**src/prc_pkg.sv**
```systemverilog
package prc_pkg;

    localparam int GUARD     = 4;
    localparam int ANG_W     = 35;
    localparam int ANGLE_W   = 31;
    localparam int K_W       = 30;
    localparam int ATAN_LEN  = 41;
    localparam int CW_MIN    = 16;
    localparam int CW_MAX    = 56;

    typedef logic signed [ANG_W-1:0] t_angle;

    localparam t_angle ANG_PI      = 35'sd3373259426;
    localparam t_angle ANG_NEG_PI  = -35'sd3373259426;
    localparam t_angle ANG_HALF_PI = 35'sd1686629713;
    localparam t_angle ANG_NEG_HALF_PI = -35'sd1686629713;
    localparam t_angle ANG_TWO_PI  = 35'sd6746518852;

    localparam logic [K_W-1:0] ATAN_Q30 [ATAN_LEN] = '{
        30'h3243F6A8, 30'h1DAC6705, 30'h0FADBAFD, 30'h07F56EA6, 30'h03FEAB76,
        30'h01FFD55B, 30'h00FFFAAA, 30'h007FFF55, 30'h003FFFEA, 30'h001FFFFD,
        30'h000FFFFF, 30'h0007FFFF, 30'h0003FFFF, 30'h0001FFFF, 30'h0000FFFF,
        30'h00007FFF, 30'h00003FFF, 30'h00001FFF, 30'h00000FFF, 30'h000007FF,
        30'h000003FF, 30'h000001FF, 30'h000000FF, 30'h0000007F, 30'h0000003F,
        30'h0000001F, 30'h0000000F, 30'h00000008, 30'h00000004, 30'h00000002,
        30'h00000001, 30'h0, 30'h0, 30'h0, 30'h0, 30'h0, 30'h0, 30'h0, 30'h0,
        30'h0, 30'h0
    };

    // CORDIC gain compensation in Q30, evaluated at elaboration
    function automatic logic [K_W-1:0] gain_q30(input int stages);
        logic [63:0] g;
        logic [63:0] res;
        logic [63:0] bt;
        logic [63:0] num;
        logic [64:0] rem;
        logic [63:0] q;
        g   = 64'd1 << 60;
        res = '0;
        bt  = 64'd1 << 62;
        q   = '0;
        rem = '0;
        for (int i = 0; i < stages; i++) begin
            if (2 * i < 64) begin
                g = g + (g >> (2 * i));
            end
        end
        for (int j = 0; j < 32; j++) begin
            if (bt > g) begin
                bt = bt >> 2;
            end
        end
        for (int j = 0; j < 32; j++) begin
            if (bt != 0) begin
                if (g >= res + bt) begin
                    g   = g - (res + bt);
                    res = (res >> 1) + bt;
                end else begin
                    res = res >> 1;
                end
                bt = bt >> 2;
            end
        end
        num = (64'd1 << 60) + (res >> 1);
        for (int b = 63; b >= 0; b--) begin
            rem = {rem[63:0], num[b]};
            if (rem >= {1'b0, res}) begin
                rem  = rem - {1'b0, res};
                q[b] = 1'b1;
            end
        end
        return q[K_W-1:0];
    endfunction

endpackage

```
**src/prc_prescale.sv**
```systemverilog
module prc_prescale #(
    parameter int CW     = 32,
    parameter int XW     = 39,
    parameter int STAGES = 24
) (
    input  logic                  i_clk,
    input  logic                  i_rst_n,
    input  logic                  i_en,
    input  logic                  i_valid,
    input  logic signed [CW-1:0]  i_px,
    input  logic signed [CW-1:0]  i_py,
    input  logic signed [CW-1:0]  i_cx,
    input  logic signed [CW-1:0]  i_cy,
    input  logic signed [prc_pkg::ANGLE_W-1:0] i_angle,
    output logic                  o_valid,
    output logic signed [XW-1:0]  o_x,
    output logic signed [XW-1:0]  o_y,
    output prc_pkg::t_angle       o_z,
    output logic signed [CW-1:0]  o_cx,
    output logic signed [CW-1:0]  o_cy
);
    import prc_pkg::*;

    localparam int MW = (CW + 4 > 31) ? CW + 4 : 31;
    localparam logic [K_W-1:0] K = gain_q30(STAGES);

    // stage A: offsets, magnitude/sign, angle fold
    logic signed [CW:0] w_dx, w_dy;
    logic [CW+4:0]      w_dx16, w_dy16, w_ax, w_ay;
    t_angle             w_za, w_zf;

    assign w_dx   = {i_px[CW-1], i_px} - {i_cx[CW-1], i_cx};
    assign w_dy   = {i_py[CW-1], i_py} - {i_cy[CW-1], i_cy};
    assign w_dx16 = {w_dx, 4'b0000};
    assign w_dy16 = {w_dy, 4'b0000};
    assign w_ax   = w_dx[CW] ? (~w_dx16 + 1'b1) : w_dx16;
    assign w_ay   = w_dy[CW] ? (~w_dy16 + 1'b1) : w_dy16;
    assign w_za   = {{2{i_angle[ANGLE_W-1]}}, i_angle, 2'b00};

    always_comb begin
        priority if (w_za > ANG_PI) begin
            w_zf = w_za - ANG_TWO_PI;
        end else if (w_za <= ANG_NEG_PI) begin
            w_zf = w_za + ANG_TWO_PI;
        end else begin
            w_zf = w_za;
        end
    end

    logic              r_a_v;
    logic [MW-1:0]     r_a_mx, r_a_my;
    logic              r_a_nx, r_a_ny;
    t_angle            r_a_z;
    logic signed [CW-1:0] r_a_cx, r_a_cy;

    always_ff @(posedge i_clk) begin
        if (!i_rst_n) begin
            r_a_v <= 1'b0;
        end else if (i_en) begin
            r_a_v <= i_valid;
        end
        if (i_en) begin
            r_a_mx <= MW'(w_ax[CW+3:0]);
            r_a_my <= MW'(w_ay[CW+3:0]);
            r_a_nx <= w_dx[CW];
            r_a_ny <= w_dy[CW];
            r_a_z  <= w_zf;
            r_a_cx <= i_cx;
            r_a_cy <= i_cy;
        end
    end

    // stage B: low partial products
    logic                 r_b_v;
    logic [2*K_W-1:0]     r_b_lx, r_b_ly;
    logic [MW-31:0]       r_b_hx, r_b_hy;
    logic                 r_b_nx, r_b_ny;
    t_angle               r_b_z;
    logic signed [CW-1:0] r_b_cx, r_b_cy;

    always_ff @(posedge i_clk) begin
        if (!i_rst_n) begin
            r_b_v <= 1'b0;
        end else if (i_en) begin
            r_b_v <= r_a_v;
        end
        if (i_en) begin
            r_b_lx <= r_a_mx[K_W-1:0] * K;
            r_b_ly <= r_a_my[K_W-1:0] * K;
            r_b_hx <= r_a_mx[MW-1:K_W];
            r_b_hy <= r_a_my[MW-1:K_W];
            r_b_nx <= r_a_nx;
            r_b_ny <= r_a_ny;
            r_b_z  <= r_a_z;
            r_b_cx <= r_a_cx;
            r_b_cy <= r_a_cy;
        end
    end

    // stage C: high partial products, sign, quarter turn
    logic [MW-1:0]        w_hkx, w_hky;
    logic [MW:0]          w_pxw, w_pyw;
    logic signed [XW-1:0] w_ux, w_uy, w_sx, w_sy;
    logic signed [XW-1:0] n_x, n_y;
    t_angle               n_z;

    assign w_hkx = r_b_hx * K;
    assign w_hky = r_b_hy * K;
    assign w_pxw = {1'b0, w_hkx} + (MW+1)'(r_b_lx[2*K_W-1:K_W]);
    assign w_pyw = {1'b0, w_hky} + (MW+1)'(r_b_ly[2*K_W-1:K_W]);
    assign w_ux  = XW'(w_pxw[CW+3:0]);
    assign w_uy  = XW'(w_pyw[CW+3:0]);
    assign w_sx  = r_b_nx ? -w_ux : w_ux;
    assign w_sy  = r_b_ny ? -w_uy : w_uy;

    always_comb begin
        priority if (r_b_z > ANG_HALF_PI) begin
            n_x = -w_sy;
            n_y = w_sx;
            n_z = r_b_z - ANG_HALF_PI;
        end else if (r_b_z < ANG_NEG_HALF_PI) begin
            n_x = w_sy;
            n_y = -w_sx;
            n_z = r_b_z + ANG_HALF_PI;
        end else begin
            n_x = w_sx;
            n_y = w_sy;
            n_z = r_b_z;
        end
    end

    always_ff @(posedge i_clk) begin
        if (!i_rst_n) begin
            o_valid <= 1'b0;
        end else if (i_en) begin
            o_valid <= r_b_v;
        end
        if (i_en) begin
            o_x  <= n_x;
            o_y  <= n_y;
            o_z  <= n_z;
            o_cx <= r_b_cx;
            o_cy <= r_b_cy;
        end
    end

endmodule

```
**config.mk**
```make
export PLATFORM = sky130hd
export DESIGN_NAME = prc_prescale
export DESIGN_NICKNAME = d
export VERILOG_FILES = /design/src/prc_pkg.sv /design/src/prc_prescale.sv
export SDC_FILE = /design/constraint.sdc
export NUM_CORES = 2
export LEC_CHECK = 0
export ABC_AREA = 1
export BUFFER_PORTS_ARGS = -buffer_cell sky130_fd_sc_hd__buf_2
export CORE_ASPECT_RATIO = 1.2
export CORE_MARGIN = 2
export CORE_UTILIZATION = 52
export CTS_CLUSTER_DIAMETER = 100
export CTS_CLUSTER_SIZE = 28
export DETAILED_ROUTE_END_ITERATION = 7
export PLACE_DENSITY = 0.69
export SLEW_MARGIN = 0
export SYNTH_ARGS = -nofsm -noshare
export SYNTH_HDL_FRONTEND = slang
export SYNTH_SLANG_ARGS = --single-unit
```
**constraint.sdc**
```tcl
create_clock -name i_clk -period 8.25 [get_ports i_clk]
set_input_delay 1.65 -clock i_clk [delete_from_list [all_inputs] [get_ports i_clk]]
set_output_delay 1.65 -clock i_clk [all_outputs]
set_load 0.005 [all_outputs]
```
## Word-level counts from Yosys, hierarchy flattened

Index checks and enable logic that the tools add are counted.

- Mux-type cells: 12
- Order comparisons: 4
- Add/subtract/negate cells: 14
- Multipliers: 4
- Bitwise operators: 2

Operators with widths:

| operator | count |
|---|---|
| two-way mux 39 bit | 6 |
| two-way mux 35 bit | 4 |
| multiplier 30 x 29 -> 59 bit, second input constant | 2 |
| negator 36 -> 39 bit | 2 |
| negator 39 bit | 2 |
| adder 36 x 1 -> 36 bit, second input constant | 2 |
| adder 36 x 30 -> 36 bit | 2 |
| two-way mux 36 bit | 2 |
| inverter 36 bit | 2 |
| multiplier 6 x 29 -> 35 bit, second input constant | 2 |
| subtractor 32 x 32 -> 33 bit | 2 |
| adder 33 x 34 -> 35 bit, second input constant | 1 |
| adder 35 x 32 -> 35 bit, second input constant | 1 |
| > comparator 35 x 32 -> 1 bit, second input constant | 1 |
| less-than comparator 35 x 32 -> 1 bit, second input constant | 1 |
| subtractor 33 x 34 -> 35 bit, second input constant | 1 |
| subtractor 35 x 32 -> 35 bit, second input constant | 1 |
| > comparator 33 bit, second input constant | 1 |
| <= comparator 33 bit, second input constant | 1 |

- Register bits after elaboration: 584
- Bits of input ports: 163
- Logic and storage cells: 62
- Output and inout bits: 178

## Longest topological paths before layout

- Depth after elaboration: 7
- Gate-level depth with buffers: 46
- Depth with buffers taken out: 46

## Least setup slack after synthesis

OpenSTA, ideal clock, no wires.

- Kind: register to register
- Start point: reg r_a_my[10]
- End point: reg r_b_ly[59] (data pin)
- Buffers on the path: 0
- Arrival: 6.400 ns
- Required time: 7.988 ns
- Library setup time: 0.262 ns
- Slack: 1.588 ns
- Stages on the path, launching flop included: 28
- Period minus slack after synthesis: 6.662 ns
- Path through: edfxtp_1 fa_1 fa_1 inv_1 fa_1 fa_1 inv_1 fa_1 inv_1 fa_1 inv_1 fa_1 fa_1 ha_1 nand2_1 nor2_1 nand2_1 nor4_1 a21oi_1 inv_1 a21oi_1 o21bai_1 nand2_1 nand2_1 nand2_1 o211ai_1 a21oi_1 xor2_1

- Longest elaborated chain between the ends: 1

RTL lines:

| item | RTL line | text |
|---|---|---|
| start, declared | prc_prescale.sv:51 | `logic [MW-1:0] r_a_mx, r_a_my;` |
| start signal, assigned | prc_prescale.sv:64 | `r_a_my <= MW'(w_ay[CW+3:0]);` |
| multiplier 30 x 29 -> 59 bit | prc_prescale.sv:89 | `r_b_ly <= r_a_my[K_W-1:0] * K;` |
| end signal, assigned | prc_prescale.sv:89 |  |
| end, declared | prc_prescale.sv:75 | `logic [2*K_W-1:0] r_b_lx, r_b_ly;` |

Every way passes these cells.
A chain may end at the register's enable or synchronous reset.

## Final worst setup path

- Start point: reg r_a_my[21]
- End point: reg r_b_ly[57] (data pin)

The elaborated chain is that of the path after synthesis.

==> impl_metrics.ini <==
[status]
outcome = finished, final reports clean

[sta]
hold_viol_final = 0
setup_viol = 0
drv_slew = 0
finalCriticalPeriod_ns = 7.79
relSlewSlack = 0.0560
fin_hold_ws_ns = 0.407
rsz0062_at_grt = false
fin_skew_ns = 0.0439
period_share = 0.944
tns_ns = 0
fmax_mhz = 128
max_slew.worst_pin.slew_ns = 1.42
setup_ws_ns = 0.459

[die]
io_pins = 341
core_area_mm2 = 0.135
die_h_um = 408
die_area_mm2 = 0.139
rows = 148
start_util = 0.522
dieWidth_um = 341

[logic_synthesis]
synth-xor-area-share = 0.0370
synthFlopType = edfxtp_1
syn_avg_cell_area_um2 = 8.37
yosys.area.top_type = fa_1
synth-compound-area-share = 0.0712
yosys.area_share.simple = 0.186
synth_edf_count = 511
synth_top_area_frac = 0.221
ys_ff_latch = 514
synth_area_mm2 = 0.0707
synth_top_family_by_area = adder cells
synthTopCellsByArea = fa_1, edfxtp_1, ha_1
yosys.area_share.adder = 0.381
synth_cells = 8443
synth_most_common_cell = inv_1
ys_top_cells_by_count = inv_1, nand2_1, ha_1
ys_seq_area_frac = 0.218
yosysUniqueCellTypes = 66
synth_mux_area_frac = 0
ys_warn_count = 0
syn_nets = 10289
synthArstFlopShare = 0

[cts]
cts_hold_buf = 0
post_cts_buffers = 0
clockBufferDepth = 3
cts_buffers = 27
cts_tree = yes
cts_sinks = 514
worstSkewPairLatency_ns = 0.67
clkTransAtPathRegs_ns = 0.11
cts.repair.resized = 0
cts.htree.levels = 1
root_buffer = clkbuf_16

[worst_hold_path]
hold_start = r_b_cx[22]$_DFFE_PP_
hold_path_class = flip-flop to flip-flop

[place]
dpl.hpwl_um = 172000
dp.cells = 10538
io_buffers = 340
dp_slack_ns = 0.396
place.gp.congestion = 1.02

[drt]
drtAntennaViolNets = 0
drt_iter0_drc = 4002
routedWlPerCell_um = 18.8
vias_per_cell = 5.37
firstDrtPassIters = 6
wirelength_um = 199000
vias = 56896
drc = 0

[setup_path]
reg2reg_depth = 26
worstPathArrival_ns = 8.22
reg2reg_from = r_a_my[21]$_DFFE_PP_
start_kind = flip-flop
cp.required_ns = 8.68
cp-startpoint = r_a_my[21]$_DFFE_PP_
r2r_end = r_b_ly[57]$_DFFE_PP_
crit_end = r_b_ly[57]$_DFFE_PP_
cp-end-kind = flip-flop
reg2reg_slack_ns = 0.46
critPathMaxFanout = 10
worstSetupPathType = flip-flop to flip-flop

[finish]
drive_gt1_frac = 0.0660
fillers = 12649
multi_input_area_mm2 = 0.0477
final_cells = 10592
nNetsFinal = 10613
final-seq-area_mm2 = 0.0154
syn_to_final_growth_pct = 6.78

[grt]
grt_pass1_wl_um = 314000
grt_overflow_total = 0
grt_max_degree = 199
grt_pass1_vias = 57673
antenna_found_initial = 9
grt.total_usage = 0.286

[flow_run]
drv_cap = 0
## worst max-delay path, cell delays in order, from the launching register on
cell	delay (ns)
edfxtp_1	0.95
fa_1	0.56
fa_1	0.51
inv_1	0.05
fa_1	0.52
fa_1	0.45
fa_1	0.56
inv_1	0.06
fa_1	0.52
fa_1	0.51
ha_1	0.32
ha_1	0.39
nand2_1	0.12
nor2_1	0.10
inv_1	0.06
nor2_1	0.17
inv_1	0.06
nor4_1	0.38
nand4_1	0.15
nand3_1	0.26
nand2_1	0.09
nand3_1	0.11
nand2_1	0.07
o211ai_1	0.12
a31oi_1	0.15
o21ai_0	0.23
xor2_1	0.09
## metal layers
metal	global-route usage	vias to the layer above	routed length, um
li1	-	27576	-
met1	0.365	27220	82800
met2	0.506	1759	97300
met3	0.0353	331	11600
met4	0.0872	10	7210
met5	0	-	66
## worst min path at each step
stage | end | slack [ns] | cells past startpoint
floorplan | o_cx[0]$_DFFE_PP_ | 0.40 | 0
global placement | r_b_cx[4]$_DFFE_PP_ | 0.40 | 0
detailed placement | o_cx[14]$_DFFE_PP_ | 0.40 | 0
CTS | o_cx[26]$_DFFE_PP_ | 0.41 | 0
global route | o_cx[22]$_DFFE_PP_ | 0.41 | 0
finish | o_cx[22]$_DFFE_PP_ | 0.41 | 0
## cells in the final DEF, fill, tap and decap left out, drive strengths merged, types with 11 or more instances in the layout
cell type | Yosys | layout
ha | 902 | 902
a21o | 23 | 23
a31oi | 35 | 35
nor3 | 69 | 69
edfxtp | 511 | 511
buf | 33 | 365
xnor2 | 84 | 84
nand4 | 131 | 131
fa | 781 | 781
nand2 | 1756 | 1756
a21oi | 358 | 358
o221ai | 59 | 59
inv | 1936 | 1945
xor2 | 214 | 214
clkbuf | 37 | 33
o22ai | 18 | 18
o21ai | 254 | 254
nand3 | 399 | 399
nand3b | 22 | 22
o21bai | 33 | 33
or2 | 19 | 19
nor2 | 633 | 633
nor4 | 30 | 30
o211ai | 28 | 28
o21a | 11 | 11
## stage by stage
step / cell area [um2] / utilization
after floorplan: 70700 / -
after global placement: 74600 / 0.551
after detailed placement: 74600 / 0.551
after CTS: 75500 / 0.558
after global routing: 75500 / 0.558
final: 75500 / 0.558
## cells by family after synthesis
logic type	count (synthesis)
AOI/OAI and AO/OA	866
xor gates and xnor gates	298
buffers and inverters	2010
adders and majority gates	1683
and+or+nand+nor	3072
DFF	514
## state kept, by name, indices dropped and copies added, names as in the netlist
signal and cells:
r_a_my 32, r_b_z 33, o_z 35, r_a_z 33, o_x 39, r_b_lx 30, r_a_cy 32, r_b_hy 6
r_b_ny 1, o_cx 32, r_b_cx 32, o_valid 1, r_b_cy 32, r_a_ny 1, r_b_v 1, r_b_hx 6
r_a_mx 32, r_a_cx 32, r_a_nx 1, r_b_ly 30, o_cy 32, r_b_nx 1, o_y 39, r_a_v 1
## area by class of cell
| class | count | area share |
|---|---|---|
| multi-input cells | 5919 | 0.632 |
| clock buffers | 33 | 0.00925 |
| diodes | 7 | 0.000232 |
| repair buffers | 365 | 0.0255 |
| clock inverters | 14 | 0.00255 |
| inverters | 1940 | 0.0965 |
| well taps | 1800 | 0.0298 |
| flip-flops and latches | 514 | 0.204 |
Power is not shown: default switching activity piles up to over one toggle a cycle in this logic, so the estimate is an artifact.
