===== src/prc_pkg.sv =====
package prc_pkg;

    localparam int GUARD     = 4;
    localparam int ANG_W     = 35;
    localparam int ANGLE_W   = 31;
    localparam int K_W       = 30;
    localparam int ATAN_LEN  = 41;
    localparam int CW_MIN    = 16;
    localparam int CW_MAX    = 56;

    typedef logic signed [ANG_W-1:0] t_angle;

    localparam t_angle ANG_PI      = 35'sd3373259426;
    localparam t_angle ANG_NEG_PI  = -35'sd3373259426;
    localparam t_angle ANG_HALF_PI = 35'sd1686629713;
    localparam t_angle ANG_NEG_HALF_PI = -35'sd1686629713;
    localparam t_angle ANG_TWO_PI  = 35'sd6746518852;

    localparam logic [K_W-1:0] ATAN_Q30 [ATAN_LEN] = '{
        30'h3243F6A8, 30'h1DAC6705, 30'h0FADBAFD, 30'h07F56EA6, 30'h03FEAB76,
        30'h01FFD55B, 30'h00FFFAAA, 30'h007FFF55, 30'h003FFFEA, 30'h001FFFFD,
        30'h000FFFFF, 30'h0007FFFF, 30'h0003FFFF, 30'h0001FFFF, 30'h0000FFFF,
        30'h00007FFF, 30'h00003FFF, 30'h00001FFF, 30'h00000FFF, 30'h000007FF,
        30'h000003FF, 30'h000001FF, 30'h000000FF, 30'h0000007F, 30'h0000003F,
        30'h0000001F, 30'h0000000F, 30'h00000008, 30'h00000004, 30'h00000002,
        30'h00000001, 30'h0, 30'h0, 30'h0, 30'h0, 30'h0, 30'h0, 30'h0, 30'h0,
        30'h0, 30'h0
    };

    // CORDIC gain compensation in Q30, evaluated at elaboration
    function automatic logic [K_W-1:0] gain_q30(input int stages);
        logic [63:0] g;
        logic [63:0] res;
        logic [63:0] bt;
        logic [63:0] num;
        logic [64:0] rem;
        logic [63:0] q;
        g   = 64'd1 << 60;
        res = '0;
        bt  = 64'd1 << 62;
        q   = '0;
        rem = '0;
        for (int i = 0; i < stages; i++) begin
            if (2 * i < 64) begin
                g = g + (g >> (2 * i));
            end
        end
        for (int j = 0; j < 32; j++) begin
            if (bt > g) begin
                bt = bt >> 2;
            end
        end
        for (int j = 0; j < 32; j++) begin
            if (bt != 0) begin
                if (g >= res + bt) begin
                    g   = g - (res + bt);
                    res = (res >> 1) + bt;
                end else begin
                    res = res >> 1;
                end
                bt = bt >> 2;
            end
        end
        num = (64'd1 << 60) + (res >> 1);
        for (int b = 63; b >= 0; b--) begin
            rem = {rem[63:0], num[b]};
            if (rem >= {1'b0, res}) begin
                rem  = rem - {1'b0, res};
                q[b] = 1'b1;
            end
        end
        return q[K_W-1:0];
    endfunction

endpackage


===== src/prc_if.sv =====


interface prc_out_if #(parameter int COORD_WIDTH = 32) ();
    logic                          valid;
    logic                          ready;
    logic signed [COORD_WIDTH-1:0] rotated_x;
    logic signed [COORD_WIDTH-1:0] rotated_y;
    logic                          overflow;

    modport source (output valid, rotated_x, rotated_y, overflow, input ready);
    modport sink (input valid, rotated_x, rotated_y, overflow, output ready);
endinterface


===== src/prc_finish.sv =====
module prc_finish #(
    parameter int COORD_WIDTH = 32,
    parameter int CW          = 32,
    parameter int XW          = 39
) (
    input  logic                  i_clk,
    input  logic                  i_rst_n,
    input  logic                  i_valid,
    input  logic signed [XW-1:0]  i_x,
    input  logic signed [XW-1:0]  i_y,
    input  logic signed [CW-1:0]  i_cx,
    input  logic signed [CW-1:0]  i_cy,
    output logic                  o_en,
    prc_out_if.source             o_rot
);
    import prc_pkg::*;

    localparam int FW = CW + 8;
    localparam logic signed [FW-1:0] SAT_HI = {{(FW-CW+1){1'b0}}, {(CW-1){1'b1}}};
    localparam logic signed [FW-1:0] SAT_LO = ~SAT_HI;
    localparam logic signed [FW-1:0] RND    = FW'(1 << (GUARD - 1));

    logic signed [FW-1:0] w_vx, w_vy, w_rx, w_ry;
    logic                 w_ox, w_oy;
    logic [CW-1:0]        w_qx, w_qy;

    assign w_vx = {i_x[XW-1], i_x} + {{GUARD{i_cx[CW-1]}}, i_cx, {GUARD{1'b0}}} + RND;
    assign w_vy = {i_y[XW-1], i_y} + {{GUARD{i_cy[CW-1]}}, i_cy, {GUARD{1'b0}}} + RND;
    assign w_rx = w_vx >>> GUARD;
    assign w_ry = w_vy >>> GUARD;
    assign w_ox = (w_rx > SAT_HI) || (w_rx < SAT_LO);
    assign w_oy = (w_ry > SAT_HI) || (w_ry < SAT_LO);
    assign w_qx = (w_rx > SAT_HI) ? SAT_HI[CW-1:0] :
                  (w_rx < SAT_LO) ? SAT_LO[CW-1:0] : w_rx[CW-1:0];
    assign w_qy = (w_ry > SAT_HI) ? SAT_HI[CW-1:0] :
                  (w_ry < SAT_LO) ? SAT_LO[CW-1:0] : w_ry[CW-1:0];

    logic          r_out_v, r_out_ovf, r_sk_v, r_sk_ovf;
    logic [CW-1:0] r_out_x, r_out_y, r_sk_x, r_sk_y;

    always_ff @(posedge i_clk) begin
        if (!i_rst_n) begin
            r_out_v <= 1'b0;
            r_sk_v  <= 1'b0;
        end else if (o_rot.ready || !r_out_v) begin
            r_out_v <= r_sk_v || i_valid;
            r_sk_v  <= 1'b0;
        end else if (i_valid) begin
            r_sk_v <= 1'b1;
        end
        if (o_rot.ready || !r_out_v) begin
            if (r_sk_v) begin
                r_out_x   <= r_sk_x;
                r_out_y   <= r_sk_y;
                r_out_ovf <= r_sk_ovf;
            end else begin
                r_out_x   <= w_qx;
                r_out_y   <= w_qy;
                r_out_ovf <= w_ox || w_oy;
            end
        end else if (i_valid) begin
            r_sk_x   <= w_qx;
            r_sk_y   <= w_qy;
            r_sk_ovf <= w_ox || w_oy;
        end
    end

    assign o_en            = !r_sk_v;
    assign o_rot.valid     = r_out_v;
    assign o_rot.rotated_x = COORD_WIDTH'(r_out_x);
    assign o_rot.rotated_y = COORD_WIDTH'(r_out_y);
    assign o_rot.overflow  = r_out_ovf;

    a_skid_has_out: assert property (@(posedge i_clk) disable iff (!i_rst_n)
        r_sk_v |-> r_out_v) else $error("skid word without output word");

    a_no_push_full: assert property (@(posedge i_clk) disable iff (!i_rst_n)
        i_valid |-> !r_sk_v) else $error("word pushed into full skid");

    a_stall_to_skid: assert property (@(posedge i_clk) disable iff (!i_rst_n)
        (r_out_v && !o_rot.ready && i_valid) |=> r_sk_v)
        else $error("stalled word not held in skid");

    a_ovf_at_bound: assert property (@(posedge i_clk) disable iff (!i_rst_n)
        (r_out_v && r_out_ovf) |->
        (r_out_x == SAT_HI[CW-1:0] || r_out_x == SAT_LO[CW-1:0] ||
         r_out_y == SAT_HI[CW-1:0] || r_out_y == SAT_LO[CW-1:0]))
        else $error("overflow flag without saturated coordinate");

endmodule


===== src/flat_wrapper.sv =====
// flat-port wrapper written by rule: the top's interface ports become plain ports
module prc_finish_flat import prc_pkg::*;
#(
    parameter int COORD_WIDTH = 32,
    parameter int CW          = 32,
    parameter int XW          = 39
)
  (i_clk, i_rst_n, i_valid, i_x, i_y, i_cx, i_cy, o_en, o_rot_valid, o_rot_rotated_x, o_rot_rotated_y, o_rot_overflow, o_rot_ready);
  prc_out_if #(.COORD_WIDTH(COORD_WIDTH)) o_rot_i ();
  input  logic i_clk;
  input  logic i_rst_n;
  input  logic i_valid;
  input  logic signed [XW-1:0] i_x;
  input  logic signed [XW-1:0] i_y;
  input  logic signed [CW-1:0] i_cx;
  input  logic signed [CW-1:0] i_cy;
  output logic o_en;
  output wire logic [$bits(o_rot_i.valid)-1:0] o_rot_valid;
  output wire logic [$bits(o_rot_i.rotated_x)-1:0] o_rot_rotated_x;
  output wire logic [$bits(o_rot_i.rotated_y)-1:0] o_rot_rotated_y;
  output wire logic [$bits(o_rot_i.overflow)-1:0] o_rot_overflow;
  input wire logic [$bits(o_rot_i.ready)-1:0] o_rot_ready;
  assign o_rot_valid = o_rot_i.valid;
  assign o_rot_rotated_x = o_rot_i.rotated_x;
  assign o_rot_rotated_y = o_rot_i.rotated_y;
  assign o_rot_overflow = o_rot_i.overflow;
  assign o_rot_i.ready = o_rot_ready;
  prc_finish #(.COORD_WIDTH(COORD_WIDTH), .CW(CW), .XW(XW)) u_core (.i_clk(i_clk), .i_rst_n(i_rst_n), .i_valid(i_valid), .i_x(i_x), .i_y(i_y), .i_cx(i_cx), .i_cy(i_cy), .o_en(o_en), .o_rot(o_rot_i));
endmodule

===== config.mk =====
export PLATFORM = sky130hd
export DESIGN_NAME = prc_finish_flat
export DESIGN_NICKNAME = d
export VERILOG_FILES = /design/src/prc_pkg.sv /design/src/prc_if.sv /design/src/prc_finish.sv /design/src/flat_wrapper.sv
export SDC_FILE = /design/constraint.sdc
export NUM_CORES = 1
export LEC_CHECK = 0
export ABC_AREA = 1
export BUFFER_PORTS_ARGS = -buffer_cell sky130_fd_sc_hd__clkbuf_2
export CAP_MARGIN = 20
export CORE_MARGIN = 4
export CORE_UTILIZATION = 57
export CTS_BUF_LIST = sky130_fd_sc_hd__clkbuf_4
export DETAILED_ROUTE_END_ITERATION = 8
export PLACE_DENSITY = 0.82
export SLEW_MARGIN = 20
export SYNTH_ARGS = -nofsm -noshare
export SYNTH_HDL_FRONTEND = slang
export SYNTH_SLANG_ARGS = --single-unit

===== constraint.sdc =====
create_clock -name i_clk -period 6.5 [get_ports i_clk]
set_input_delay 0.325 -clock i_clk [delete_from_list [all_inputs] [get_ports i_clk]]
set_output_delay 0.325 -clock i_clk [all_outputs]
set_load 0.01 [all_outputs]

* Word-level counts from Yosys, hierarchy flattened
Index checks and enable logic that the tools add are counted.
** Word-level totals
- Bits in registers :: 132
- Latch bits :: 0
- Memory bits (writable) :: 0
- ROM bits :: 0
- Output and inout bits :: 67
- Logic and storage cells :: 34
- Memories :: 0
** Operators by class
- Add/subtract/negate cells :: 4
- $mul :: 0
- Divide/modulo/power cells :: 0
- $lt $le $gt $ge :: 4
- Equality and inequality tests :: 0
- Shift-type cells :: 0
- Multiplexer cells :: 7
- Bitwise gates (word level) :: 2
- Reductions and logical operators :: 9
** Operator list (number)
- 32-bit two-way mux :: 6
- 39-bit by 36-bit adder with 40-bit output :: 2
- 40-bit by 4-bit adder with 40-bit output (second input constant) :: 2
- 36-bit by 32-bit greater-than comparator with 1-bit output (second input constant) :: 2
- 36-bit by 32-bit < comparator with 1-bit output (second input constant) :: 2
- 1-bit logical OR :: 5
- 1-bit logical NOT :: 2
- 1-bit inverter :: 2
- 2-bit AND reduction :: 1
- 2-bit OR reduction :: 1
- 1-bit two-way mux :: 1

* Logic depth before layout (Yosys ltp)
Gate-level depths: netlist of the first run.
- Depth after elaboration :: 6
- Mapped depth :: 22
- Depth with buffers taken out :: 21

* Least setup slack after synthesis of the first run
Ideal clock, no wire load.
- Kind :: register to register
- Start point :: register u_core.r_out_v (netlist: u_core.o_rot.valid)
- End point :: register u_core.r_sk_ovf (enable)
- Library setup time :: 0.488 ns
- Data arrival time :: 4.308 ns
- Path slack :: 1.704 ns
- Stages on the path, launching flop included :: 5
- Path buffers :: 0
- Period minus slack after synthesis :: 4.796 ns
- Cells stage by stage :: dfxtp_1 > inv_1 > nor2_1 > inv_1 > nor2_1
** On the way
- Word-level cells in the longest chain between the ends :: 4
** Ends and longest elaborated chain
- from (decl) :: line prc_finish.sv:38 : logic r_out_v, r_out_ovf, r_sk_v, r_sk_ovf;
- from (signal assigned) :: line prc_finish.sv:46 : r_out_v <= r_sk_v || i_valid;
- 1-bit logical NOT :: line prc_finish.sv:51 : if (o_rot.ready || !r_out_v) begin
- 1-bit logical OR :: line prc_finish.sv:51
- 1-bit inverter (no source line)
- 2-bit AND reduction (no source line)
- to (signal assigned) :: line prc_finish.sv:64 : r_sk_ovf <= w_ox || w_oy;
- to (decl) :: line prc_finish.sv:38
Every way passes these cells.
A chain may end at the register's enable or synchronous reset.

* Final worst setup path of the first run
- Start point :: input i_x[3]
- End point :: register u_core.r_out_x[1] (netlist: u_core.o_rot.rotated_x[1]), data pin
** On the way
- Word-level cells in the longest chain between the ends :: 6
** Ends and longest elaborated chain
- from (decl) :: line flat_wrapper.sv:13 : input logic signed [XW-1:0] i_x;
- 39-bit by 36-bit adder with 40-bit output * :: line prc_finish.sv:27 : assign w_vx = {i_x[XW-1], i_x} + {{GUARD{i_cx[CW-1]}}, i_cx, {GUARD{1'b0}}} + RND;
- 40-bit by 4-bit adder with 40-bit output * :: line prc_finish.sv:27
- 36-bit by 32-bit < comparator with 1-bit output :: line prc_finish.sv:34 : (w_rx < SAT_LO) ? SAT_LO[CW-1:0] : w_rx[CW-1:0];
- 32-bit two-way mux :: line prc_finish.sv:34
- 32-bit two-way mux * :: line prc_finish.sv:33 : assign w_qx = (w_rx > SAT_HI) ? SAT_HI[CW-1:0] :
- named net u_core.w_qx[1] :: line prc_finish.sv:25 : logic [CW-1:0] w_qx, w_qy;
- 32-bit two-way mux * :: line prc_finish.sv:52 : if (r_sk_v) begin
- to (signal assigned) :: line prc_finish.sv:53 : r_out_x <= r_sk_x;
- to (signal assigned) :: line prc_finish.sv:57 : r_out_x <= w_qx;
- to (decl) :: line prc_finish.sv:39 : logic [CW-1:0] r_out_x, r_out_y, r_sk_x, r_sk_y;
The timed path passes the listed nets; every way through them passes the cells marked *.

==> results of run 1 <==
## worst max-delay path: cells and delay by family
family                   cells  cell delay (ns)
AO/OA/AOI/OAI                2             0.31
adder cells (fa/ha/maj)      1             0.46
buffers and inverters        4             0.33
AND/OR/NAND/NOR             12             1.84
## per-stage QoR
stage / worst slack, ns / utilization / std cells / cell area, um^2
final: 3.52 / 0.668 / 1743 / 11600
after global routing: 3.39 / 0.668 / 1743 / 11600
after detailed placement: 2.98 / 0.649 / 1709 / 11200
after global placement: 3.08 / 0.649 / 1709 / 11200
after CTS: 3.57 / 0.668 / 1742 / 11600
after floorplan: 1.70 / - / 1299 / 10000
## routing by layer
layer	routed length, um	GRT usage	vias to the layer above
met1	10200	0.307	4111
met5	0	0	-
li1	-	-	4691
met4	864	0.108	0
met2	12500	0.445	381
met3	1850	0.0366	66
## cell families after synthesis
family	count (synthesis)
flip-flops	132
AO/OA/AOI/OAI	197
XOR/XNOR	60
adder cells (fa/ha/maj)	72
buffers and inverters	158
AND/OR/NAND/NOR	680
## cell type report
cell class | instances | area [um^2]
sequential | 132 | 3950
fill | 1540 | 5740
clock inverter | 15 | 183
timing repair buffer | 213 | 1090
multi-input combinational | 1009 | 5440
inverter | 131 | 492
tap | 225 | 282
antenna | 1 | 2.50
clock buffer | 17 | 128
## worst max-delay path by stage
stage                                           end  depth (start not counted)  slack [ns]                from
after floorplan                     u_core.r_sk_ovf                          4        1.70  u_core.o_rot.valid
after global placement    u_core.o_rot.rotated_x[2]                         19        3.08              i_x[3]
after detailed placement  u_core.o_rot.rotated_x[2]                         19        2.98              i_x[3]
after CTS                 u_core.o_rot.rotated_x[2]                         19        3.57              i_x[3]
after global routing      u_core.o_rot.rotated_x[2]                         19        3.39              i_x[3]
final                     u_core.o_rot.rotated_x[1]                         19        3.52              i_x[3]
## what timing repair did
item                                    CTS  global route
endpoints found under the setup margin    0             0
gates resized for setup                   0             0
hold buffers                              1             0
hold endpoints to repair                  2             0
## power by group through the flow
stage	Sequential (mW)	Combinational [mW]	Clock, mW
6_report	1.15	0.992	0.603
5_1_grt	1.16	1.11	0.651
4_1_cts	1.15	0.993	0.615
3_5_place_dp	1.17	0.987	0
3_3_place_gp	1.17	0.964	0
2_1_floorplan	1.22	0.632	0
## synthesized netlist by cell type (2+ instances only)
master and count:
inv_1 123, nand3_2 5, a21o_1 2, nand2_1 515
nand3_1 39, a21oi_1 77, clkbuf_4 2, nand2_2 19
o21ai_0 23, and3_1 3, clkbuf_1 10, xor2_1 35
nor3_1 3, fa_1 2, o21bai_1 14, o21ai_1 10
buf_6 7, buf_2 6, ha_1 70, edfxtp_1 130
xnor2_1 25, nor2_1 82, nor2_2 7, a21boi_1 2
inv_2 8, o21ai_2 47, a31oi_1 16, nor4_1 5
dfxtp_1 2
## registers in the layout, indices dropped and copies added, names as in the netlist
register / cells
u_core.r_sk_v: 1
u_core.r_sk_y: 32
u_core.o_rot.rotated_y: 32
u_core.r_sk_x: 32
u_core.o_rot.rotated_x: 32
u_core.r_sk_ovf: 1
u_core.o_rot.overflow: 1
u_core.o_rot.valid: 1
==> results_tabular.tex, run 1 <==
\begin{tabular}{lr}
\hline
Metric & Value \\
\hline
\multicolumn{2}{l}{\textbf{Synthesis}} \\
\quad Avg Synthesized Cell Area & 7.72 um\^{}2 \\
\quad Seq/Total Area, Yosys & 0.393 \\
\quad Number of flops mapped to enable cells by yosys & 130 \\
\quad XOR/XNOR Fraction of Synth Area & 0.0524 \\
\quad Share of synthesized cell area in full adder, half adder and majority cells & 0.0913 \\
\quad Ys Warns & 0 \\
\quad Synthesized-area fraction occupied by ao, oa, aoi and oai cells & 0.125 \\
\quad Dominant combinational cell family by area after synthesis & simple AND/OR/NAND/NOR gates \\
\quad Number of different library cells in the post-synthesis netlist & 39 \\
\quad Asr flop ratio synth & 0 \\
\quad Most used flip-flop cell after synthesis & edfxtp\_1 \\
\quad Proportion of synthesized area in mux cells & 0 \\
\quad Biggest area contributors in the synthesized netlist & edfxtp\_1, nand2\_1, ha\_1 \\
\quad Post-synth design cell area & 0.0100 mm\^{}2 \\
\quad Flop and latch count out of synthesis & 132 \\
\quad Gate count after technology mapping & 1,299 \\
\quad Area leader, netlist & edfxtp\_1 \\
\quad Total nets after synthesis & 1,517 \\
\quad Basic-gate share of the synthesized area counting and, or, nand and nor cells & 0.272 \\
\quad Yosys top cell area share & 0.389 \\
\multicolumn{2}{l}{\textbf{Hold path}} \\
\quad Classification of the worst-slack hold path & in2reg \\
\quad Worst Hold Depth & 3 \\
\quad Endpoint of the worst hold path & u\_core.r\_sk\_v \\
\quad Hold path start & i\_valid \\
\multicolumn{2}{l}{\textbf{CTS}} \\
\quad Register clock-pin slew on the reported worst setup and hold paths & 0.14 ns \\
\quad Buffer count from post-CTS setup fixing & 0 \\
\quad Clock tree from TritonCTS & built \\
\quad Insertion delay to the later sink of the worst-skew pair & 0.53 ns \\
\quad Clock tree root buffer cell & clkbuf\_4 \\
\quad H-tree depth & 4 \\
\quad Num Clock Sinks & 132 \\
\quad Number of buffers created by CTS & 17 \\
\quad Longest Clk Path Bufs & 2 \\
\multicolumn{2}{l}{\textbf{Global route}} \\
\quad Vias in the first global route & 8,796 \\
\quad Initial antenna violation count & 1 \\
\quad GRT Total Usage & 0.252 \\
\quad Global route total overflow & 0 \\
\quad Global-route wire length before repair & 40,900 um \\
\quad Pin count of the biggest net entering global routing & 69 \\
\multicolumn{2}{l}{\textbf{Placement}} \\
\quad Port bufs & 206 \\
\quad Routability congestion estimate from global placement & 0.954 \\
\quad Dpl hpwl & 19,700 um \\
\multicolumn{2}{l}{\textbf{Setup path}} \\
\quad Endpoint required time on the critical path & 6.80 ns \\
\quad Data arrival time of the worst path & 3.28 ns \\
\quad Critical Setup Path Class & in2reg \\
\quad Flop-to-flop setup slack & 4.29 ns \\
\quad Crit Reg-Reg Startpoint & u\_core.o\_rot.valid \\
\quad Setup crit end kind & register \\
\quad Critical R2R Capture & u\_core.r\_sk\_x[30] \\
\quad Number of cells on the worst reg-to-reg path & 6 \\
\quad Stage delay of the slowest cell on the critical path & 0.86 ns \\
\quad Worst-path cell with the longest stage delay & nor2\_4 \\
\quad CP startpoint kind & input port \\
\quad Cell mode on critical path & nand2\_1 \\
\quad Top fanout value on the critical path & 29 \\
\quad Critical Path, Cell by Cell & clkbuf\_2, inv\_1, fa\_1, inv\_1, nand2\_1, nand2\_1, nand3\_1, nand2\_2, inv\_2, o21bai\_4, nand2\_1, nand2\_2, nand2\_2, nand3\_1, nand2\_1, nor2\_4, o21ai\_1, nand2\_1, nand2\_1 \\
\multicolumn{2}{l}{\textbf{Timing}} \\
\quad Maximum clock skew at final layout & 0.0211 ns \\
\quad WHS & 0.0999 ns \\
\quad Fmax & 336 MHz \\
\quad Worst Tran Pin Value & 1.11 ns \\
\quad \# setup viols final & 0 \\
\quad Unrepaired setup endpoints after global routing & no \\
\quad Final-report max-slew violation count & 0 \\
\quad Final total negative setup slack & 0 ns \\
\quad Number of hold-slack violations in the final timing report & 0 \\
\quad Max-slew headroom & 0.257 \\
\quad Period Utilization, post-route & 0.458 \\
\quad Time the final worst path needs with I/O delays and setup & 2.98 ns \\
\multicolumn{2}{l}{\textbf{Power}} \\
\quad Share of total power in sequential cells & 0.419 \\
\quad Switching power of the nets & 1.03 mW \\
\quad Design Power & 2.75 mW \\
\quad Leakage power of the design & 5.75 nW \\
\quad Switching power as a share of total power & 0.376 \\
\quad Total power divided by cell area & 238 mW/mm\^{}2 \\
\quad Part of the total power dissipated in combinational logic & 0.361 \\
\quad Internal power & 1.71 mW \\
\quad Clock share of power & 0.219 \\
\quad Worst ir drop on vdd & 0.109 mV \\
\multicolumn{2}{l}{\textbf{Route}} \\
\quad Number of nets still failing antenna checks after routing & 0 \\
\quad Final wirelength & 25,400 um \\
\quad Via total after detailed routing & 9,249 \\
\quad Final routed wire length divided by cell count & 14.6 um \\
\quad Drt first-iter violations & 655 \\
\quad Detailed-route vias per instance & 5.31 \\
\quad Final routed DRC violation total & 0 \\
\quad DRT Pass-1 Iters & 7 \\
\multicolumn{2}{l}{\textbf{Die}} \\
\quad Number of I/O pins & 213 \\
\quad Initial core utilization & 0.580 \\
\quad Die boundary height & 141 um \\
\quad Placeable core region & 0.0173 mm\^{}2 \\
\quad Area of the die & 0.0198 mm\^{}2 \\
\quad Die extent in x & 141 um \\
\quad Number of placement rows & 48 \\
\multicolumn{2}{l}{\textbf{Layout}} \\
\quad Most common cell after layout, fill and taps aside & nand2\_1 \\
\quad Fraction of layout cells with a size suffix above 1 & 0.222 \\
\quad Area growth from synthesis to layout & 15.2\% \\
\quad Leading cell types in the layout, fill and taps excluded & nand2\_1, clkbuf\_2, edfxtp\_1, inv\_1, nor2\_1 \\
\quad Final net count & 1,722 \\
\multicolumn{2}{l}{\textbf{Job}} \\
\quad \# Max-Cap Violations & 0 \\
\multicolumn{2}{l}{\textbf{Status}} \\
\quad Result of the run & completed \\
\hline
\end{tabular}
Note: power is estimated with default switching activity, not from simulation.
==> run 2, diff against run 1 <==
==> constraint.sdc (replaced) <==
create_clock -name i_clk -period 3.1 [get_ports i_clk]
set_input_delay 0.155 -clock i_clk [delete_from_list [all_inputs] [get_ports i_clk]]
set_output_delay 0.155 -clock i_clk [all_outputs]
set_load 0.01 [all_outputs]
==> run 2 against run 1 <==
  * Global-route usage rose by 0.056 points
  * Hold slack better by 0.093 ns
  * Sequential share of layout area decreased by 0.25 points
  * Register-to-register slack worse by 3.4 ns
  * Final cell count up 0.40%
  * Critical endpoint is now u_core.o_rot.rotated_x[2]
  * Largest cell class unchanged
  * Largest power group unchanged
==> results_tabular.tex, run 2 (same netlist as run 1, synthesis figures left out) <==
\begin{tabular}{lr}
\hline
Metric & Value \\
\hline
\multicolumn{2}{l}{\textbf{Setup path}} \\
\quad Endpoint required time on the critical path & 3.42 ns (-3.38 ns) \\
\quad Beginning of the critical path & i\_x[3] \\
\quad Crit Reg-Reg Startpoint & u\_core.r\_sk\_v \\
\quad Worst-path cell with the longest stage delay & fa\_1 \\
\quad Top fanout value on the critical path & 32 (+10\%) \\
\quad Setup crit end kind & register \\
\quad Buffering stage count on the worst path with inverters included & 6 (+2) \\
\quad Critical R2R Capture & u\_core.o\_rot.valid \\
\quad Termination of the worst setup path & u\_core.o\_rot.rotated\_x[2] \\
\quad Cell type group with the largest total delay on the critical path & simple AND/OR/NAND/NOR gates \\
\quad Stage delay of the slowest cell on the critical path & 0.46 ns (-0.40 ns) \\
\quad Flop-to-flop setup slack & 0.93 ns (-3.36 ns) \\
\quad CP startpoint kind & input port \\
\quad Data arrival time of the worst path & 2.57 ns (-0.71 ns) \\
\quad Critical Setup Path Class & in2reg \\
\quad Instance count on the critical path & 22 (+3) \\
\quad Cell mode on critical path & nand2\_1 \\
\quad Number of cells on the worst reg-to-reg path & 4 (-2) \\
\quad Critical Path, Cell by Cell & clkbuf\_2, inv\_1, fa\_1, inv\_1, nand2\_1, nand2\_1, nand3\_1, nand2\_2, inv\_2, o21bai\_4, nand2\_1, nand2\_2, nand2\_2, nand2\_1, nand2\_1, nand2\_1, nor2\_1, inv\_2, buf\_12, o21ai\_1, nand2\_1, nand2\_1 \\
\multicolumn{2}{l}{\textbf{Die}} \\
\quad Placeable core region & 0.0173 mm\^{}2 (unchanged) \\
\quad Area of the die & 0.0198 mm\^{}2 (unchanged) \\
\quad Initial core utilization & 0.580 (unchanged) \\
\quad Die boundary height & 141 um (unchanged) \\
\quad Number of I/O pins & 213 (unchanged) \\
\quad Die extent in x & 141 um (unchanged) \\
\quad Number of placement rows & 48 (unchanged) \\
\multicolumn{2}{l}{\textbf{Power}} \\
\quad Design Power & 5.71 mW (+110\%) \\
\quad Clock share of power & 0.205 (-0.014) \\
\quad Share of total power in sequential cells & 0.423 (+0.004) \\
\quad Internal power & 3.49 mW (+100\%) \\
\quad Switching power of the nets & 2.22 mW (+110\%) \\
\quad Leakage power of the design & 5.78 nW (+0.50\%) \\
\quad Total power divided by cell area & 490 mW/mm\^{}2 (+110\%) \\
\quad Part of the total power dissipated in combinational logic & 0.372 (+0.011) \\
\quad Switching power as a share of total power & 0.388 (+0.0122) \\
\quad Worst ir drop on vdd & 0.272 mV (+150\%) \\
\multicolumn{2}{l}{\textbf{CTS}} \\
\quad Clock tree root buffer cell & clkbuf\_4 \\
\quad Buffer count from post-CTS setup fixing & 0 (unchanged) \\
\quad Num Clock Sinks & 132 (unchanged) \\
\quad Insertion delay to the later sink of the worst-skew pair & 0.54 ns (about the same) \\
\quad Longest Clk Path Bufs & 2 (unchanged) \\
\quad Clock tree from TritonCTS & built \\
\quad Hold-fix buffer count after cts & 3 (+2) \\
\quad H-tree depth & 4 (unchanged) \\
\quad Post-cts gate resize count & 0 (unchanged) \\
\quad Number of buffers created by CTS & 17 (unchanged) \\
\quad Register clock-pin slew on the reported worst setup and hold paths & 0.15 ns (about the same) \\
\multicolumn{2}{l}{\textbf{Layout}} \\
\quad Most common cell after layout, fill and taps aside & nand2\_1 \\
\quad Utilization after layout & 0.673 (+0.00514) \\
\quad Leading cell types in the layout, fill and taps excluded & nand2\_1, clkbuf\_2, edfxtp\_1, inv\_1, nor2\_1 \\
\quad Final net count & 1,729 (+0.41\%) \\
\quad Number of standard cells in the final layout excluding fillers & 1,750 (+0.40\%) \\
\quad Fraction of layout cells with a size suffix above 1 & 0.226 (+0.00423) \\
\quad Area growth from synthesis to layout & 16.0\% \\
\multicolumn{2}{l}{\textbf{Timing}} \\
\quad Number of hold-slack violations in the final timing report & 0 (unchanged) \\
\quad Fmax & 445 MHz \\
\quad Maximum clock skew at final layout & 0.0212 ns (+0.0000569 ns) \\
\quad Final total negative setup slack & 0 ns (unchanged) \\
\quad Final-report max-slew violation count & 0 (unchanged) \\
\quad Time the final worst path needs with I/O delays and setup & 2.25 ns \\
\quad Max-slew headroom & 0.418 (+0.161) \\
\quad Worst Tran Pin Value & 0.873 ns (-0.239 ns) \\
\quad Period Utilization, post-route & 0.726 \\
\quad \# setup viols final & 0 (unchanged) \\
\quad Unrepaired setup endpoints after global routing & no \\
\quad WHS & 0.193 ns (+0.0931 ns) \\
\multicolumn{2}{l}{\textbf{Hold path}} \\
\quad Classification of the worst-slack hold path & in2reg \\
\quad Hold path start & i\_cx[0] \\
\multicolumn{2}{l}{\textbf{Global route}} \\
\quad Initial antenna violation count & 1 (unchanged) \\
\quad Global-route wire length before repair & 41,500 um (+1.6\%) \\
\quad Global route total overflow & 0 (unchanged) \\
\quad Vias in the first global route & 8,869 (+0.83\%) \\
\quad GRT Total Usage & 0.252 (+0.000560) \\
\quad Pin count of the biggest net entering global routing & 68 (-1.4\%) \\
\multicolumn{2}{l}{\textbf{Placement}} \\
\quad Dpl hpwl & 19,500 um (-1.2\%) \\
\quad Port bufs & 206 (unchanged) \\
\quad Placed Instances & 1,714 (+0.29\%) \\
\quad Routability congestion estimate from global placement & 0.943 (-1.2\%) \\
\multicolumn{2}{l}{\textbf{Route}} \\
\quad Final wirelength & 25,000 um (-1.8\%) \\
\quad Number of nets still failing antenna checks after routing & 0 (unchanged) \\
\quad DRT Pass-1 Iters & 7 (unchanged) \\
\quad Drt first-iter violations & 763 (+16\%) \\
\quad Detailed-route vias per instance & 5.21 (-1.8\%) \\
\quad Final routed wire length divided by cell count & 14.3 um (-2.2\%) \\
\quad Via total after detailed routing & 9,120 (-1.4\%) \\
\quad Final routed DRC violation total & 0 (unchanged) \\
\multicolumn{2}{l}{\textbf{Job}} \\
\quad \# Max-Cap Violations & 0 (unchanged) \\
\multicolumn{2}{l}{\textbf{Status}} \\
\quad Result of the run & completed \\
\hline
\end{tabular}
==> run 2: changes by cell type in the layout (fill, tap and decap cells not counted) <==
cell           change
buf_12             +4
inv_8              +3
inv_1              -1
inv_6              -3
dlygate4sd3_1      +2
clkinv_2           -1
clkinvlp_4         +3
bufinv_16          -2
nor2_1             -1
clkinv_8           +1
dfxtp_1            -1
dfxtp_2            +1
buf_4              +1
nor2_2             +1
==> run 2: layout make-up <==
cell class	instances	area [um^2]
fillers	1510	5650
multi-input cells	1009	5440
flip-flops and latches	132	3950
repair buffers	220	1190
inverters	131	495
well taps	225	282
clock inverters	15	156
clock buffers	17	128
diodes	1	2.50
==> run 2: worst min path at each step <==
stage / slack [ns] / depth (start not counted) / endpoint
final: 0.19 / 4 / u_core.r_sk_x[0]
after global routing: 0.18 / 4 / u_core.r_sk_x[4]
after CTS: 0.16 / 4 / u_core.r_sk_x[4]
after detailed placement: 0.39 / 3 / u_core.o_rot.valid
after global placement: 0.38 / 3 / u_core.o_rot.valid
after floorplan: 0.28 / 2 / u_core.o_rot.valid
==> run 2: metal layers <==
metal	track usage	wire length, um	up-vias
met5	0	0	-
met4	0.0821	631	0
met3	0.0346	1570	44
met2	0.441	12200	320
met1	0.324	10500	4049
li1	-	-	4707
==> run 2: per-stage QoR <==
stage	cell area (um^2)	setup WS (ns)
global route	11600	0.602
floorplan	10000	0.00433
CTS	11600	0.870
global placement	11300	0.356
finish	11600	0.851
detailed placement	11300	0.277
==> run 2: worst min-delay path, delay by kind of cell <==
kind | cells | cell delay [ns]
AO/OA/AOI/OAI | 1 | 0.07
buffers and inverters | 2 | 0.15
adder cells (fa/ha/maj) | 1 | 0.19
==> run 2: power groups by stage <==
stage          clock, mW  combinational [mW]  sequential [mW]
2_1_floorplan          0                1.33             2.56
3_3_place_gp           0                2.07             2.45
3_5_place_dp           0                2.11             2.46
4_1_cts             1.19                2.13             2.42
5_1_grt             1.27                2.37             2.43
6_report            1.17                2.12             2.41
==> run 3, diff against run 2 <==
==> constraint.sdc (replaced) <==
create_clock -name i_clk -period 2.08 [get_ports i_clk]
set_input_delay 0.104 -clock i_clk [delete_from_list [all_inputs] [get_ports i_clk]]
set_output_delay 0.104 -clock i_clk [all_outputs]
set_load 0.01 [all_outputs]
==> run 3 against run 2 <==
  * The flow now finishes with violations (negative setup slack)
  * Count of clock-buffer cells in the layout is 1 higher
  * Clock skew is 0.00071 ns higher
  * Final cell count grew 12%
  * Clock power grew 54%
  * Combinational power increased by 100%
  * Critical endpoint is now u_core.o_rot.rotated_y[6]
==> results_tabular.tex, run 3 (same netlist as run 1, synthesis figures left out) <==
\begin{tabular}{lr}
\hline
Metric & Value \\
\hline
\multicolumn{2}{l}{\textbf{CTS}} \\
\quad Longest Clk Path Bufs & 2 (unchanged) \\
\quad H-tree depth & 4 (unchanged) \\
\quad Register clock-pin slew on the reported worst setup and hold paths & 0.13 ns (-0.02 ns) \\
\quad Clock tree from TritonCTS & built \\
\quad Number of buffers created by CTS & 17 (unchanged) \\
\quad Num Clock Sinks & 132 (unchanged) \\
\quad Clock tree root buffer cell & clkbuf\_4 \\
\quad Insertion delay to the later sink of the worst-skew pair & 0.53 ns (about the same) \\
\multicolumn{2}{l}{\textbf{Timing}} \\
\quad Fmax & 480 MHz \\
\quad \# setup viols final & 1 (+1) \\
\quad Number of hold-slack violations in the final timing report & 0 (unchanged) \\
\quad Unrepaired setup endpoints after global routing & yes \\
\quad Time the final worst path needs with I/O delays and setup & 2.08 ns \\
\quad Maximum clock skew at final layout & 0.0219 ns (+0.000712 ns) \\
\quad Worst Tran Pin Value & 0.450 ns (-0.422 ns) \\
\quad Period Utilization, post-route & 1.00 \\
\quad Final-report max-slew violation count & 0 (unchanged) \\
\quad Max-slew headroom & 0.700 (+0.281) \\
\quad WHS & 0.177 ns (-0.0156 ns) \\
\quad Final total negative setup slack & -0.00193 ns (-0.00193 ns) \\
\quad Min setup slack post-route & -0.00193 ns (-0.853 ns) \\
\multicolumn{2}{l}{\textbf{Die}} \\
\quad Number of placement rows & 48 (unchanged) \\
\quad Number of I/O pins & 213 (unchanged) \\
\quad Die boundary height & 141 um (unchanged) \\
\quad Placeable core region & 0.0173 mm\^{}2 (unchanged) \\
\quad Area of the die & 0.0198 mm\^{}2 (unchanged) \\
\quad Die extent in x & 141 um (unchanged) \\
\quad Initial core utilization & 0.580 (unchanged) \\
\multicolumn{2}{l}{\textbf{Setup path}} \\
\quad Flop-to-flop setup slack & 0.39 ns (-0.54 ns) \\
\quad Endpoint required time on the critical path & 2.38 ns (-1.04 ns) \\
\quad Critical R2R Capture & u\_core.o\_rot.valid \\
\quad Cell mode on critical path & nand2\_1 \\
\quad Number of cells on the worst reg-to-reg path & 4 (unchanged) \\
\quad Top fanout value on the critical path & 7 (-78\%) \\
\quad Buffering stage count on the worst path with inverters included & 2 (-4) \\
\quad Critical Path, Cell by Cell & clkbuf\_2, ha\_1, a21oi\_1, o21bai\_1, a21oi\_1, nand2\_2, nand2\_1, nand2\_1, nand2\_1, nand2\_1, nand2\_2, nor2\_2, nor2\_4, clkbuf\_16, o21ai\_2, nand2\_1, nand2\_1 \\
\quad Critical Setup Path Class & in2reg \\
\quad Crit Reg-Reg Startpoint & u\_core.r\_sk\_v \\
\quad CP startpoint kind & input port \\
\quad Stage delay of the slowest cell on the critical path & 0.35 ns (-0.11 ns) \\
\quad Data arrival time of the worst path & 2.38 ns (-0.19 ns) \\
\quad Worst-path cell with the longest stage delay & ha\_1 \\
\quad Cell type group with the largest total delay on the critical path & simple AND/OR/NAND/NOR gates \\
\quad Beginning of the critical path & i\_y[14] \\
\quad Setup crit end kind & register \\
\multicolumn{2}{l}{\textbf{Route}} \\
\quad Drt first-iter violations & 955 (+25\%) \\
\quad DRT Pass-1 Iters & 7 (unchanged) \\
\quad Final routed wire length divided by cell count & 16.0 um (+12\%) \\
\quad Final wirelength & 31,500 um (+26\%) \\
\quad Final routed DRC violation total & 0 (unchanged) \\
\quad Via total after detailed routing & 10,600 (+16\%) \\
\quad Detailed-route vias per instance & 5.42 (+3.9\%) \\
\quad Number of nets still failing antenna checks after routing & 0 (unchanged) \\
\multicolumn{2}{l}{\textbf{Layout}} \\
\quad Final net count & 1,940 (+12\%) \\
\quad Area growth from synthesis to layout & 41.7\% \\
\quad Final instance area & 0.0142 mm\^{}2 (+22\%) \\
\quad Fraction of layout cells with a size suffix above 1 & 0.391 (+0.165) \\
\quad Leading cell types in the layout, fill and taps excluded & nand2\_1, clkbuf\_2, buf\_4, edfxtp\_1, inv\_1 \\
\quad Most common cell after layout, fill and taps aside & nand2\_1 \\
\multicolumn{2}{l}{\textbf{Placement}} \\
\quad Routability congestion estimate from global placement & 0.945 (+0.23\%) \\
\quad Dpl hpwl & 22,200 um (+14\%) \\
\quad Dpl cell area & 0.0131 mm\^{}2 (+16\%) \\
\quad Post-Place Setup Slack & -0.513 ns (-0.790 ns) \\
\quad Port bufs & 206 (unchanged) \\
\multicolumn{2}{l}{\textbf{Global route}} \\
\quad GRT Total Usage & 0.278 (+0.0253) \\
\quad Vias in the first global route & 10,100 (+13\%) \\
\quad Global route total overflow & 0 (unchanged) \\
\quad Global-route wire length before repair & 45,300 um (+9.0\%) \\
\quad Pin count of the biggest net entering global routing & 68 (unchanged) \\
\quad Initial antenna violation count & 1 (unchanged) \\
\multicolumn{2}{l}{\textbf{Hold path}} \\
\quad Hold path start & i\_x[4] \\
\quad Endpoint of the worst hold path & u\_core.r\_sk\_x[0] \\
\quad Worst Hold Depth & 4 (unchanged) \\
\quad Classification of the worst-slack hold path & in2reg \\
\multicolumn{2}{l}{\textbf{Power}} \\
\quad Total power divided by cell area & 686 mW/mm\^{}2 (+40\%) \\
\quad Worst ir drop on vdd & 0.386 mV (+42\%) \\
\quad Design Power & 9.75 mW (+71\%) \\
\quad Leakage power of the design & 6.90 nW (+19\%) \\
\multicolumn{2}{l}{\textbf{Job}} \\
\quad \# Max-Cap Violations & 0 (unchanged) \\
\multicolumn{2}{l}{\textbf{Status}} \\
\quad Failing checks & negative setup slack \\
\quad Result of the run & finished with violations \\
\hline
\end{tabular}
## run 3: changes by cell type in the layout (fill, tap and decap cells not counted), moves of 13 or more
cell,change
ha_1,-42
a21oi_1,-23
buf_4,+196
nand2_2,+21
a21oi_2,+23
nor2_1,-17
nand2_1,-21
ha_4,+39
nor2_2,+13
## run 3: cell type report
cell class / count / area [um^2]
clock inverter: 14 / 153
clock buffer: 18 / 135
sequential: 132 / 3950
tap: 225 / 282
inverter: 131 / 515
fill: 1087 / 3070
multi-input combinational: 1009 / 6220
antenna: 1 / 2.50
timing repair buffer: 431 / 2970
## run 3: metal layers
| metal | track usage | part of all wire |
|---|---|---|
| met3 | 0.0380 | 0.067 |
| met2 | 0.519 | 0.53 |
| met4 | 0.110 | 0.033 |
| met1 | 0.318 | 0.36 |
| met5 | 0 | 0 |
## run 3: power breakdown
group | total (mW) | internal [mW] | switching [mW]
combinational | 4.33 | 1.93 | 2.39
clock | 1.80 | 0.744 | 1.05
sequential | 3.63 | 3.48 | 0.149
## run 3: what timing repair did
action,CTS,global route
resized for setup,0,102
setup endpoints to repair,0,73
hold endpoints to repair,2,0
buffers inserted,0,6
hold buffers,3,0
## run 3: worst max path at each step
| stage | to | slack, ns | cells after the start |
|---|---|---|---|
| global route | u_core.o_rot.rotated_y[11] | -0.09 | 17 |
| global placement | u_core.o_rot.rotated_x[2] | -0.46 | 22 |
| floorplan | u_core.r_sk_ovf | -0.99 | 4 |
| detailed placement | u_core.o_rot.rotated_x[27] | -0.51 | 19 |
| CTS | u_core.o_rot.rotated_x[27] | 0.06 | 19 |
| finish | u_core.o_rot.rotated_y[6] | -0.002 | 17 |
## run 3: per-stage QoR
stage / util / instances
2_1_floorplan: - / 1299
3_3_place_gp: 0.760 / 1911
3_5_place_dp: 0.760 / 1911
4_1_cts: 0.778 / 1946
5_1_grt: 0.822 / 1961
6_report: 0.822 / 1961
## run 3: tightest hold or removal path, cell delays in order
cell	delay [ns]
clkbuf_2	0.10
inv_2	0.06
fa_2	0.22
a21oi_1	0.06
